## config.mk

```make
export PLATFORM = sky130hd
export DESIGN_NAME = cmee_front_flat
export DESIGN_NICKNAME = d
export VERILOG_FILES = /design/src/design/cotan_mass_element_emitter_top_assert.svh /design/src/design/cmee_pkg.sv /design/src/design/cmee_if.sv /design/src/design/cmee_front.sv /design/src/flat_wrapper.sv
export SDC_FILE = /design/constraint.sdc
export NUM_CORES = 1
export LEC_CHECK = 0
export ABC_CLOCK_PERIOD_IN_PS = 36700
export BUFFER_PORTS_ARGS = -buffer_cell sky130_fd_sc_hd__buf_2
export CORE_ASPECT_RATIO = 1.1
export CORE_MARGIN = 10
export CORE_UTILIZATION = 30
export DETAILED_ROUTE_END_ITERATION = 10
export GPL_ROUTABILITY_DRIVEN = 0
export PLACE_DENSITY_LB_ADDON = 0.08
export SYNTH_ARGS = -nofsm -noshare
export SYNTH_HDL_FRONTEND = slang
export SYNTH_SLANG_ARGS = --single-unit
```

## constraint.sdc

```tcl
create_clock -name clk_i -period 36.7 [get_ports clk_i]
set_clock_uncertainty 0.15 [all_clocks]
set_input_delay 7.34 -clock clk_i [delete_from_list [all_inputs] [get_ports clk_i]]
set_output_delay 7.34 -clock clk_i [all_outputs]
set_load 0.02 [all_outputs]
```

## src/design/cotan_mass_element_emitter_top_assert.svh

```systemverilog
// Assertion macros for the cotangent element emitter.
`ifndef COTAN_MASS_ELEMENT_EMITTER_TOP_ASSERT_SVH
`define COTAN_MASS_ELEMENT_EMITTER_TOP_ASSERT_SVH
`ifndef ASSERT_OFF
`define CMEE_ASSERT_IMPL(lbl, ante, cons) \
  lbl: assert property (@(posedge clk_i) disable iff (!rst_ni) (ante) |-> (cons)) \
    else $error("cmee: implication check failed");
`define CMEE_ASSERT_NEXT(lbl, ante, cons) \
  lbl: assert property (@(posedge clk_i) disable iff (!rst_ni) (ante) |=> (cons)) \
    else $error("cmee: next-cycle check failed");
`else
`define CMEE_ASSERT_IMPL(lbl, ante, cons)
`define CMEE_ASSERT_NEXT(lbl, ante, cons)
`endif
`endif

```

## src/design/cmee_pkg.sv

```systemverilog
// Package with widths, codes and the multiply schedule of the cotangent element emitter.
`timescale 1ns / 1ps
package cmee_pkg;

  localparam int IdW        = 20;
  localparam int CoordW     = 32;
  localparam int DiffW      = CoordW + 1;
  localparam int OpW        = DiffW + 1;
  localparam int ProdW      = 2 * OpW;
  localparam int AccW       = 67;
  localparam int MagW       = 65;
  localparam int LoW        = 32;
  localparam int SqW        = 132;
  localparam int RootW      = SqW / 2;
  localparam int RemW       = RootW + 2;
  localparam int MassW      = 47;
  localparam int MassShift  = 19;
  localparam int MassSrcW   = 48;
  localparam int MassSteps  = MassSrcW / 2;
  localparam int CotW       = 32;
  localparam int QBits      = 31;
  localparam int CotShift   = 15;
  localparam int NumW       = AccW - 1 + CotShift;
  localparam int DshW       = RootW + QBits - 1;
  localparam int NumSteps   = 24;
  localparam int NumResults = 12;
  localparam int MaxPoints  = 1048576;
  localparam int QueueDepth = 2;

  typedef enum logic [3:0] {
    SRC_AX, SRC_AY, SRC_AZ,
    SRC_BX, SRC_BY, SRC_BZ,
    SRC_CX, SRC_CY, SRC_CZ,
    SRC_XLO, SRC_XHI, SRC_YLO, SRC_YHI, SRC_ZLO, SRC_ZHI
  } src_e;

  typedef enum logic [2:0] {
    DST_CX, DST_CY, DST_CZ, DST_D0, DST_D1, DST_D2, DST_SQ
  } dst_e;

  typedef enum logic [1:0] {
    SH_NONE, SH_MID, SH_HIGH
  } shift_e;

  typedef struct packed {
    src_e   a;
    src_e   b;
    dst_e   dst;
    logic   neg;
    shift_e sh;
  } step_t;

  typedef struct packed {
    logic [IdW-1:0]          id0;
    logic [IdW-1:0]          id1;
    logic [IdW-1:0]          id2;
    logic signed [DiffW-1:0] ax;
    logic signed [DiffW-1:0] ay;
    logic signed [DiffW-1:0] az;
    logic signed [DiffW-1:0] bx;
    logic signed [DiffW-1:0] by;
    logic signed [DiffW-1:0] bz;
    logic signed [DiffW-1:0] cx;
    logic signed [DiffW-1:0] cy;
    logic signed [DiffW-1:0] cz;
  } tri_t;

  typedef struct packed {
    logic [IdW-1:0]   id0;
    logic [IdW-1:0]   id1;
    logic [IdW-1:0]   id2;
    logic [MassW-1:0] mass;
    logic [CotW-1:0]  cot0;
    logic [CotW-1:0]  cot1;
    logic [CotW-1:0]  cot2;
    logic             degen;
  } elem_t;

  // Edge vectors are a = P1-P0, b = P2-P0 and c = P2-P1. The cross product is a x b,
  // the three corner dot products are b.c, a.b and -(a.c), and the last nine steps
  // square the cross components split into low and high halves.
  function automatic step_t step_of(input logic [4:0] s);
    step_t r;
    case (s)
      5'd0:    r = '{SRC_AY,  SRC_BZ,  DST_CX, 1'b0, SH_NONE};
      5'd1:    r = '{SRC_AZ,  SRC_BY,  DST_CX, 1'b1, SH_NONE};
      5'd2:    r = '{SRC_AZ,  SRC_BX,  DST_CY, 1'b0, SH_NONE};
      5'd3:    r = '{SRC_AX,  SRC_BZ,  DST_CY, 1'b1, SH_NONE};
      5'd4:    r = '{SRC_AX,  SRC_BY,  DST_CZ, 1'b0, SH_NONE};
      5'd5:    r = '{SRC_AY,  SRC_BX,  DST_CZ, 1'b1, SH_NONE};
      5'd6:    r = '{SRC_BX,  SRC_CX,  DST_D0, 1'b0, SH_NONE};
      5'd7:    r = '{SRC_BY,  SRC_CY,  DST_D0, 1'b0, SH_NONE};
      5'd8:    r = '{SRC_BZ,  SRC_CZ,  DST_D0, 1'b0, SH_NONE};
      5'd9:    r = '{SRC_AX,  SRC_BX,  DST_D1, 1'b0, SH_NONE};
      5'd10:   r = '{SRC_AY,  SRC_BY,  DST_D1, 1'b0, SH_NONE};
      5'd11:   r = '{SRC_AZ,  SRC_BZ,  DST_D1, 1'b0, SH_NONE};
      5'd12:   r = '{SRC_AX,  SRC_CX,  DST_D2, 1'b1, SH_NONE};
      5'd13:   r = '{SRC_AY,  SRC_CY,  DST_D2, 1'b1, SH_NONE};
      5'd14:   r = '{SRC_AZ,  SRC_CZ,  DST_D2, 1'b1, SH_NONE};
      5'd15:   r = '{SRC_XLO, SRC_XLO, DST_SQ, 1'b0, SH_NONE};
      5'd16:   r = '{SRC_XHI, SRC_XLO, DST_SQ, 1'b0, SH_MID};
      5'd17:   r = '{SRC_XHI, SRC_XHI, DST_SQ, 1'b0, SH_HIGH};
      5'd18:   r = '{SRC_YLO, SRC_YLO, DST_SQ, 1'b0, SH_NONE};
      5'd19:   r = '{SRC_YHI, SRC_YLO, DST_SQ, 1'b0, SH_MID};
      5'd20:   r = '{SRC_YHI, SRC_YHI, DST_SQ, 1'b0, SH_HIGH};
      5'd21:   r = '{SRC_ZLO, SRC_ZLO, DST_SQ, 1'b0, SH_NONE};
      5'd22:   r = '{SRC_ZHI, SRC_ZLO, DST_SQ, 1'b0, SH_MID};
      5'd23:   r = '{SRC_ZHI, SRC_ZHI, DST_SQ, 1'b0, SH_HIGH};
      default: r = '{SRC_AX,  SRC_AX,  DST_SQ, 1'b0, SH_NONE};
    endcase
    return r;
  endfunction

endpackage

```

## src/design/cmee_if.sv

```systemverilog
// Handshake interfaces for triangle transactions and element transactions.
`timescale 1ns / 1ps
interface cmee_tri_if import cmee_pkg::*; ();
  logic                     valid;
  logic                     ready;
  logic [IdW-1:0]           vert0_id;
  logic [IdW-1:0]           vert1_id;
  logic [IdW-1:0]           vert2_id;
  logic signed [CoordW-1:0] vert0_x;
  logic signed [CoordW-1:0] vert0_y;
  logic signed [CoordW-1:0] vert0_z;
  logic signed [CoordW-1:0] vert1_x;
  logic signed [CoordW-1:0] vert1_y;
  logic signed [CoordW-1:0] vert1_z;
  logic signed [CoordW-1:0] vert2_x;
  logic signed [CoordW-1:0] vert2_y;
  logic signed [CoordW-1:0] vert2_z;

  modport source (
    output valid, vert0_id, vert1_id, vert2_id,
    output vert0_x, vert0_y, vert0_z, vert1_x, vert1_y, vert1_z,
    output vert2_x, vert2_y, vert2_z,
    input  ready
  );
  modport sink (
    input  valid, vert0_id, vert1_id, vert2_id,
    input  vert0_x, vert0_y, vert0_z, vert1_x, vert1_y, vert1_z,
    input  vert2_x, vert2_y, vert2_z,
    output ready
  );
endinterface


```

## src/design/cmee_front.sv

```systemverilog
// Front end: accepts triangles, drops those with an out-of-range id, forms edge vectors.
`timescale 1ns / 1ps
module cmee_front import cmee_pkg::*; (
  input  logic  clk_i,
  input  logic  rst_ni,
  cmee_tri_if.sink tri_i,
  output tri_t  tri_o,
  output logic  tri_valid_o,
  input  logic  tri_take_i
);

  localparam logic [31:0] IdLimit = 32'(MaxPoints);

  logic hold_valid_q, hold_valid_d;
  tri_t tri_q, tri_d;
  logic accept, ids_ok;

  assign tri_i.ready = !hold_valid_q;
  assign accept      = tri_i.valid && tri_i.ready;
  assign ids_ok      = (32'(tri_i.vert0_id) < IdLimit) && (32'(tri_i.vert1_id) < IdLimit)
                    && (32'(tri_i.vert2_id) < IdLimit);

  always_comb begin
    tri_d.id0 = tri_i.vert0_id;
    tri_d.id1 = tri_i.vert1_id;
    tri_d.id2 = tri_i.vert2_id;
    tri_d.ax  = DiffW'(tri_i.vert1_x) - DiffW'(tri_i.vert0_x);
    tri_d.ay  = DiffW'(tri_i.vert1_y) - DiffW'(tri_i.vert0_y);
    tri_d.az  = DiffW'(tri_i.vert1_z) - DiffW'(tri_i.vert0_z);
    tri_d.bx  = DiffW'(tri_i.vert2_x) - DiffW'(tri_i.vert0_x);
    tri_d.by  = DiffW'(tri_i.vert2_y) - DiffW'(tri_i.vert0_y);
    tri_d.bz  = DiffW'(tri_i.vert2_z) - DiffW'(tri_i.vert0_z);
    tri_d.cx  = DiffW'(tri_i.vert2_x) - DiffW'(tri_i.vert1_x);
    tri_d.cy  = DiffW'(tri_i.vert2_y) - DiffW'(tri_i.vert1_y);
    tri_d.cz  = DiffW'(tri_i.vert2_z) - DiffW'(tri_i.vert1_z);
  end

  always_comb begin
    hold_valid_d = hold_valid_q;
    if (accept && ids_ok) begin
      hold_valid_d = 1'b1;
    end else if (tri_take_i) begin
      hold_valid_d = 1'b0;
    end
  end

  always_ff @(posedge clk_i or negedge rst_ni) begin
    if (!rst_ni) begin
      hold_valid_q <= 1'b0;
    end else begin
      hold_valid_q <= hold_valid_d;
    end
  end

  always_ff @(posedge clk_i) begin
    if (accept) begin
      tri_q <= tri_d;
    end
  end

  assign tri_o       = tri_q;
  assign tri_valid_o = hold_valid_q;

endmodule

```

## src/flat_wrapper.sv

```systemverilog
// flat-port wrapper written by rule: the top's interface ports become plain ports
module cmee_front_flat import cmee_pkg::*;
  (clk_i, rst_ni, tri_o, tri_valid_o, tri_take_i, tri_i_valid, tri_i_vert0_id, tri_i_vert1_id, tri_i_vert2_id, tri_i_vert0_x, tri_i_vert0_y, tri_i_vert0_z, tri_i_vert1_x, tri_i_vert1_y, tri_i_vert1_z, tri_i_vert2_x, tri_i_vert2_y, tri_i_vert2_z, tri_i_ready);
  cmee_tri_if tri_i_i ();
  input  logic clk_i;
  input  logic rst_ni;
  output tri_t tri_o;
  output logic tri_valid_o;
  input  logic tri_take_i;
  input wire logic [$bits(tri_i_i.valid)-1:0] tri_i_valid;
  input wire logic [$bits(tri_i_i.vert0_id)-1:0] tri_i_vert0_id;
  input wire logic [$bits(tri_i_i.vert1_id)-1:0] tri_i_vert1_id;
  input wire logic [$bits(tri_i_i.vert2_id)-1:0] tri_i_vert2_id;
  input wire logic [$bits(tri_i_i.vert0_x)-1:0] tri_i_vert0_x;
  input wire logic [$bits(tri_i_i.vert0_y)-1:0] tri_i_vert0_y;
  input wire logic [$bits(tri_i_i.vert0_z)-1:0] tri_i_vert0_z;
  input wire logic [$bits(tri_i_i.vert1_x)-1:0] tri_i_vert1_x;
  input wire logic [$bits(tri_i_i.vert1_y)-1:0] tri_i_vert1_y;
  input wire logic [$bits(tri_i_i.vert1_z)-1:0] tri_i_vert1_z;
  input wire logic [$bits(tri_i_i.vert2_x)-1:0] tri_i_vert2_x;
  input wire logic [$bits(tri_i_i.vert2_y)-1:0] tri_i_vert2_y;
  input wire logic [$bits(tri_i_i.vert2_z)-1:0] tri_i_vert2_z;
  output wire logic [$bits(tri_i_i.ready)-1:0] tri_i_ready;
  assign tri_i_i.valid = tri_i_valid;
  assign tri_i_i.vert0_id = tri_i_vert0_id;
  assign tri_i_i.vert1_id = tri_i_vert1_id;
  assign tri_i_i.vert2_id = tri_i_vert2_id;
  assign tri_i_i.vert0_x = tri_i_vert0_x;
  assign tri_i_i.vert0_y = tri_i_vert0_y;
  assign tri_i_i.vert0_z = tri_i_vert0_z;
  assign tri_i_i.vert1_x = tri_i_vert1_x;
  assign tri_i_i.vert1_y = tri_i_vert1_y;
  assign tri_i_i.vert1_z = tri_i_vert1_z;
  assign tri_i_i.vert2_x = tri_i_vert2_x;
  assign tri_i_i.vert2_y = tri_i_vert2_y;
  assign tri_i_i.vert2_z = tri_i_vert2_z;
  assign tri_i_ready = tri_i_i.ready;
  cmee_front u_core (.clk_i(clk_i), .rst_ni(rst_ni), .tri_i(tri_i_i), .tri_o(tri_o), .tri_valid_o(tri_valid_o), .tri_take_i(tri_take_i));
endmodule
```

==> results of run 1 <==
power groups by stage:
stage | combinational, mW | clock [mW] | sequential (mW)
final | 0.443 | 0.478 | 0.535
after global routing | 0.485 | 0.512 | 0.539
after CTS | 0.446 | 0.496 | 0.536
after detailed placement | 0.443 | 0 | 0.544
after global placement | 0.441 | 0 | 0.544
after floorplan | 0.233 | 0 | 0.615
flip-flops by register name, indices dropped and copies added, names as in the netlist:
name	flops
u_core.tri_o	357
u_core.tri_valid_o	1
cell type report:
cell class,count,area (µm²),area share
clock buffers,61,1290,0.0401
inverters,283,1060,0.0330
multi-input cells,1873,13800,0.428
diodes,17,42.5,0.00132
repair buffers,715,3600,0.112
well taps,1140,1430,0.0443
flip-flops and latches,358,10700,0.334
clock inverters,24,270,0.00839
through the flow:
step	instance area [µm²]	instances	setup WS (ns)	total power, mW	hold slack, ns
final	32200	4471	26.27	1.46	0.459
after global routing	32200	4467	26.08	1.54	0.501
after CTS	32200	4454	26.26	1.48	0.463
after detailed placement	30600	4369	25.61	0.987	0.452
after global placement	30600	4369	25.65	0.985	0.448
after floorplan	25700	2544	12.49	0.848	0.625
synth_stat cells (6+ instances only):
cell / n
ha_1: 288
nor2b_1: 50
o21ai_0: 135
a211oi_1: 20
nand2b_1: 18
nand4_1: 24
nor3_1: 36
nor4_1: 12
a21oi_1: 239
inv_1: 283
a2111oi_0: 6
xor2_1: 68
o221ai_1: 10
a31oi_1: 26
and2_1: 7
o21bai_1: 21
or3_1: 14
o31a_1: 22
nand2_1: 120
o21ba_2: 6
fa_1: 9
a31o_2: 10
o2111ai_1: 8
o211ai_1: 10
or2_2: 9
o31ai_1: 20
xnor2_1: 161
a21o_1: 102
edfxtp_1: 357
a21boi_0: 7
a211o_1: 9
clkbuf_1: 27
nand3_1: 52
o311ai_0: 6
nor3b_1: 9
nor2_1: 173
o21a_1: 52
and3_1: 13
a311oi_1: 6
worst max-delay path by stage:
stage,slack (ns),cells past startpoint,from,endpoint
floorplan,12.49,2,tri_i_valid,u_core.tri_valid_o
global placement,25.65,13,tri_i_vert2_y[0],u_core.tri_o[65]
detailed placement,25.61,13,tri_i_vert2_y[0],u_core.tri_o[65]
CTS,26.26,13,tri_i_vert2_y[0],u_core.tri_o[65]
global route,26.08,13,tri_i_vert2_y[0],u_core.tri_o[65]
finish,26.27,13,tri_i_vert2_y[0],u_core.tri_o[65]
per-layer routing:
layer | vias up | GRT usage | part of all wire | wire length, µm
li1 | 10917 | - | - | -
met1 | 10570 | 0.215 | 0.39 | 38500
met2 | 768 | 0.342 | 0.50 | 49100
met3 | 159 | 0.0625 | 0.082 | 8130
met4 | 32 | 0.0652 | 0.031 | 3100
met5 | - | 0 | 0.0024 | 234
cells by family (layout without fill, tap and decap cells):
group	count (synthesis)	in the layout	synth area share
and+or+nand+nor	554	554	0.104
other	0	17	0
DFF	358	358	0.418
xor gates and xnor gates	229	229	0.0781
AOI/OAI and AO/OA	790	790	0.206
muxes	3	3	0.00117
adders and majority gates	297	297	0.147
buffers and inverters	313	1083	0.0458
worst max-delay path, cell delays in order:
cell	delay (ns)
buf_2	0.07
inv_1	0.05
ha_1	0.23
fa_1	0.41
nor2b_1	0.25
o31ai_1	0.24
a21oi_1	0.40
o41ai_1	0.15
or4_1	0.54
a21oi_1	0.30
o31a_1	0.25
o2111ai_1	0.14
a31o_2	0.26
==> flow_summary.json, run 1 <==
{
  "ios": 711,
  "clock_tree.root_cell": "clkbuf_16",
  "grt_remaining_overflow": 0,
  "seqPwrFrac": 0.367,
  "syn-num-nets": 3193,
  "rrSetupSlack_ns": 33.15,
  "n_fill_cell": 8851,
  "p_int_mw": 0.970,
  "fin_crit_sh": 0.284,
  "holdPathStages": 2,
  "drt-wirelength-per-cell_um": 22.1,
  "timing.fmax_mhz": 95.9,
  "synth_area_leaders": "edfxtp_1 42%, ha_1 14%, xnor2_1 5.5%, a21oi_1 4.7%, inv_1 4.1%",
  "setup.worst_path.class": "input pin to flop",
  "dieHeight_um": 327,
  "p_sw_frac": 0.334,
  "crit_fanout": 3,
  "postCtsHoldBufs": 0,
  "syn-instance-count": 2544,
  "post-route-util": 0.379,
  "worstHoldPathType": "flop to flop",
  "final_cell_mix": "710 x buf_2, 357 x edfxtp_1, 288 x ha_1, 283 x inv_1, 239 x a21oi_1",
  "fin_tns_setup_ns": 0,
  "start_util": 0.303,
  "holdCritStartpoint": "u_core.tri_valid_o",
  "ir_drop_v": 0.0000258,
  "layout-drive-gt1-share": 0.251,
  "die_area_um2": 97700,
  "worst_pin_slew_ns": 1.17,
  "clkTransAtPathRegs_ns": 0.06,
  "viasPerCell": 5.02,
  "cts_sinks": 358,
  "leakage_nw": 14.5,
  "cts_buffers": 46,
  "clockPowerShare": 0.329,
  "clock_latency_ns": 0.58,
  "antenna_left": 0,
  "reg2reg_from": "u_core.tri_valid_o",
  "synth_top_area_share": 0.417,
  "synthFlopType": "edfxtp_1",
  "start_kind": "input pin",
  "postCtsSetupBuffers": 0,
  "yosysSeqAreaShare": 0.418,
  "h-tree-depth": 2,
  "dpl.hpwl_um": 83200,
  "r2r_cells": 3,
  "critPathCaptureType": "flop",
  "setup_violations": 0,
  "maxCapViolCount": 0,
  "fin_nets": 3926,
  "grt_first_pass_wirelength_um": 144000,
  "wl_um": 99000,
  "cp.required_ns": 36.90,
  "grt_use_total": 0.193,
  "port_buffers": 710,
  "layout_commonest_cell": "buf_2",
  "grt_max_degree": 136,
  "synth_seq_cells": 358,
  "holdPathEnd": "u_core.tri_valid_o",
  "antenna_found_initial": 30,
  "coreArea_um2": 84900,
  "maxSlewViolCount": 0,
  "drt_iter0_drc": 1242,
  "synthesis.area_um2": 25700,
  "regToRegEndpoint": "u_core.tri_o[249]",
  "p_sw_mw": 0.486,
  "yosysTopAreaCell": "edfxtp_1",
  "die_x_um": 299,
  "async_reset_ff_frac": 0.00279,
  "final.min_clock_period_ns": 10.43,
  "hold_viol": 0,
  "dr_total_vias": 22446,
  "avgSynthCellArea_um2": 10.1,
  "rows": 112,
  "ctsLongestPathBuffers": 3,
  "dr.pass1.iters": 7,
  "yosysWarnings": 0,
  "crit_arrival_ns": 10.63,
  "synth_edf_count": 357,
  "combPwrFrac": 0.304,
  "ctsResizeCount": 0,
  "cts_tree": "done",
  "run_status": "finished, final reports clean",
  "yosysUniqueCellTypes": 85,
  "power_density_nw_per_um2": 45.2,
  "drc": 0,
  "synthToLayoutAreaGrowth_pct": 25.4,
  "grt_pass1_vias": 23060,
  "rsz0062_at_grt": "no",
  "worst_slew_margin_rel": 0.221
}
(Power assumes the default switching activity.)
==> run 2, diff against run 1 <==
--- a/config.mk
+++ b/config.mk
@@ -5,7 +5,8 @@
 export SDC_FILE = /design/constraint.sdc
 export NUM_CORES = 1
 export LEC_CHECK = 0
-export ABC_CLOCK_PERIOD_IN_PS = 36700
+export ABC_AREA = 1
+export ABC_CLOCK_PERIOD_IN_PS = 10350
 export BUFFER_PORTS_ARGS = -buffer_cell sky130_fd_sc_hd__buf_2
 export CORE_ASPECT_RATIO = 1.1
 export CORE_MARGIN = 10
==> constraint.sdc (replaced) <==
create_clock -name clk_i -period 10.35 [get_ports clk_i]
set_clock_uncertainty 0.15 [all_clocks]
set_input_delay 2.07 -clock clk_i [delete_from_list [all_inputs] [get_ports clk_i]]
set_output_delay 2.07 -clock clk_i [all_outputs]
set_load 0.02 [all_outputs]
==> flow_summary.json, run 2 <==
{
  "syn-instance-count": 5279,
  "die_area_um2": 126000,
  "yosysTopAreaCell": "edfxtp_1",
  "postCtsSetupBuffers": 0,
  "crit_arrival_ns": 4.23,
  "fin_nets": 6687,
  "holdPathStages": 2,
  "drc": 0,
  "p_sw_mw": 2.15,
  "dieHeight_um": 371,
  "grt_remaining_overflow": 0,
  "post_dp_cell_area_um2": 39000,
  "critPathCaptureType": "flop",
  "dr_total_vias": 33377,
  "drt_iter0_drc": 2108,
  "setup.worst_path.class": "input pin to flop",
  "grt_util_met3": 0.0473,
  "postCtsHoldBufs": 0,
  "worst_pin_slew_ns": 0.974,
  "rsz0062_at_grt": "no",
  "final_area_um2": 40600,
  "reg2reg_from": "u_core.tri_valid_o",
  "die_x_um": 339,
  "maxSlewViolCount": 0,
  "syn-num-nets": 5928,
  "combPwrFrac": 0.340,
  "yosysUniqueCellTypes": 23,
  "coreArea_um2": 111000,
  "rows": 128,
  "run_status": "finished, final reports clean",
  "p_sw_frac": 0.385,
  "cts_buffers": 49,
  "ctsLongestPathBuffers": 3,
  "largest_reg_flops": 357,
  "antenna_found_initial": 9,
  "gr-usage-met2": 0.377,
  "h-tree-depth": 2,
  "ios": 711,
  "synth_seq_cells": 358,
  "final_cell_mix": "2239 x nand2_1, 1324 x inv_1, 710 x buf_2, 371 x nor2_1, 357 x edfxtp_1",
  "async_reset_ff_frac": 0.00279,
  "synthTopCellsByCount": "2239 x nand2_1, 1325 x inv_1, 371 x nor2_1",
  "start_kind": "input pin",
  "avgSynthCellArea_um2": 6.35,
  "yosysWarnings": 0,
  "ir_drop_v": 0.000120,
  "start_util": 0.303,
  "synthFlopType": "edfxtp_1",
  "post-route-util": 0.366,
  "rrSetupSlack_ns": 7.30,
  "clock_tree.root_cell": "clkbuf_16",
  "power_density_nw_per_um2": 138,
  "dpl.hpwl_um": 121000,
  "fin_tns_setup_ns": 0,
  "worstHoldPathType": "flop to flop",
  "grtUsageMet1": 0.264,
  "crit_fanout": 66,
  "holdCritStartpoint": "u_core.tri_valid_o",
  "port_buffers": 710,
  "leakage_nw": 24.6,
  "setup_violations": 0,
  "clockPowerShare": 0.319,
  "regToRegEndpoint": "u_core.tri_o[252]",
  "holdPathEnd": "u_core.tri_valid_o",
  "synth_area_leaders": "edfxtp_1 32%, nand2_1 25%, inv_1 15%, ha_1 11%, nor2_1 4.2%",
  "cts_sinks": 358,
  "drt-wirelength-per-cell_um": 18.5,
  "synthesis.area_um2": 33500,
  "layout_commonest_cell": "nand2_1",
  "worst_slew_margin_rel": 0.351,
  "seqPwrFrac": 0.341,
  "clkTransAtPathRegs_ns": 0.06,
  "clock_latency_ns": 0.63,
  "n_fill_cell": 12408,
  "antenna_left": 0,
  "cts_tree": "done",
  "p_int_mw": 3.44,
  "wl_um": 140000,
  "ctsResizeCount": 0,
  "synthToLayoutAreaGrowth_pct": 21.0,
  "r2r_cells": 5,
  "fin_crit_sh": 0.396,
  "cp.required_ns": 10.47,
  "dr.pass1.iters": 6,
  "yosysSeqAreaShare": 0.320,
  "maxCapViolCount": 0,
  "synth_top_area_share": 0.320,
  "synth_edf_count": 357,
  "viasPerCell": 4.41,
  "grt_max_degree": 135,
  "yosysMostFrequentCell": "nand2_1",
  "final.min_clock_period_ns": 4.10,
  "grt_use_total": 0.214,
  "timing.fmax_mhz": 244,
  "grt_pass1_vias": 33085,
  "layout-drive-gt1-share": 0.140,
  "grt_first_pass_wirelength_um": 204000,
  "hold_viol": 0,
  "top_usage_layer": "met2"
}
run 2: cell types whose count changed after synthesis, moves of 26 or more:
cell	delta
nand2_1	+2119
inv_1	+1042
nor2_1	+198
nand3_1	+147
xnor2_1	-143
o21ai_0	-134
a21o_1	-93
a21oi_1	-59
o21a_1	-52
nand2_2	+51
nor2b_1	-50
xor2_1	+49
clkbuf_1	-27
a31oi_1	-26
run 2: worst max-delay path by stage:
stage | start | end | slack [ns] | cells after the start
CTS | tri_i_valid | u_core.tri_o[263] | 6.24 | 5
global route | tri_i_valid | u_core.tri_o[252] | 6.11 | 5
finish | tri_i_valid | u_core.tri_o[252] | 6.25 | 5
floorplan | tri_i_valid | u_core.tri_o[0] | 0.46 | 2
global placement | tri_i_valid | u_core.tri_o[263] | 5.56 | 5
detailed placement | tri_i_valid | u_core.tri_o[254] | 5.54 | 5
run 2: area by class of cell:
type,instances,area [µm²],area share
multi-input cells,3590,17800,0.438
clock inverters,27,325,0.00802
repair buffers,714,3600,0.0886
well taps,1495,1870,0.0461
inverters,1325,4980,0.123
diodes,4,10.0,0.000247
flip-flops and latches,358,10700,0.265
clock buffers,61,1270,0.0313
run 2: cells by family (layout without fill, tap and decap cells):
group	after synthesis	in the layout	synth area share
AO/OA/AOI/OAI	205	205	0.0326
flip-flops	358	358	0.320
adder cells (fa/ha/maj)	297	297	0.113
AND/OR/NAND/NOR	2953	2953	0.349
other	0	4	0
buffers and inverters	1331	2127	0.150
XOR/XNOR	135	135	0.0353
run 2: metal layers:
metal	up-vias	part of all wire
li1	17369	-
met1	15080	0.44
met2	808	0.48
met3	116	0.065
met4	4	0.022
met5	-	0.00019
run 2: through the flow:
stage	power (mW)	hold WS [ns]	instances	setup WS (ns)
floorplan	3.15	0.632	5279	0.464
global placement	3.85	0.405	7482	5.56
detailed placement	3.85	0.424	7482	5.54
CTS	5.68	0.434	7570	6.24
global route	5.95	0.492	7572	6.11
finish	5.59	0.432	7574	6.25
run 2: power by group through the flow:
stage / Sequential (mW) / Clock, mW / Combinational, mW
6_report: 1.91 / 1.78 / 1.90
3_3_place_gp: 1.94 / 0 / 1.91
3_5_place_dp: 1.94 / 0 / 1.91
5_1_grt: 1.92 / 1.90 / 2.13
4_1_cts: 1.91 / 1.85 / 1.92
2_1_floorplan: 2.14 / 0 / 1.02
run 2: critical path, stage by stage:
cell and delay (ns):
buf_2 0.08, nand2_1 0.13, inv_8 0.37, buf_4 0.73, buf_4 0.68
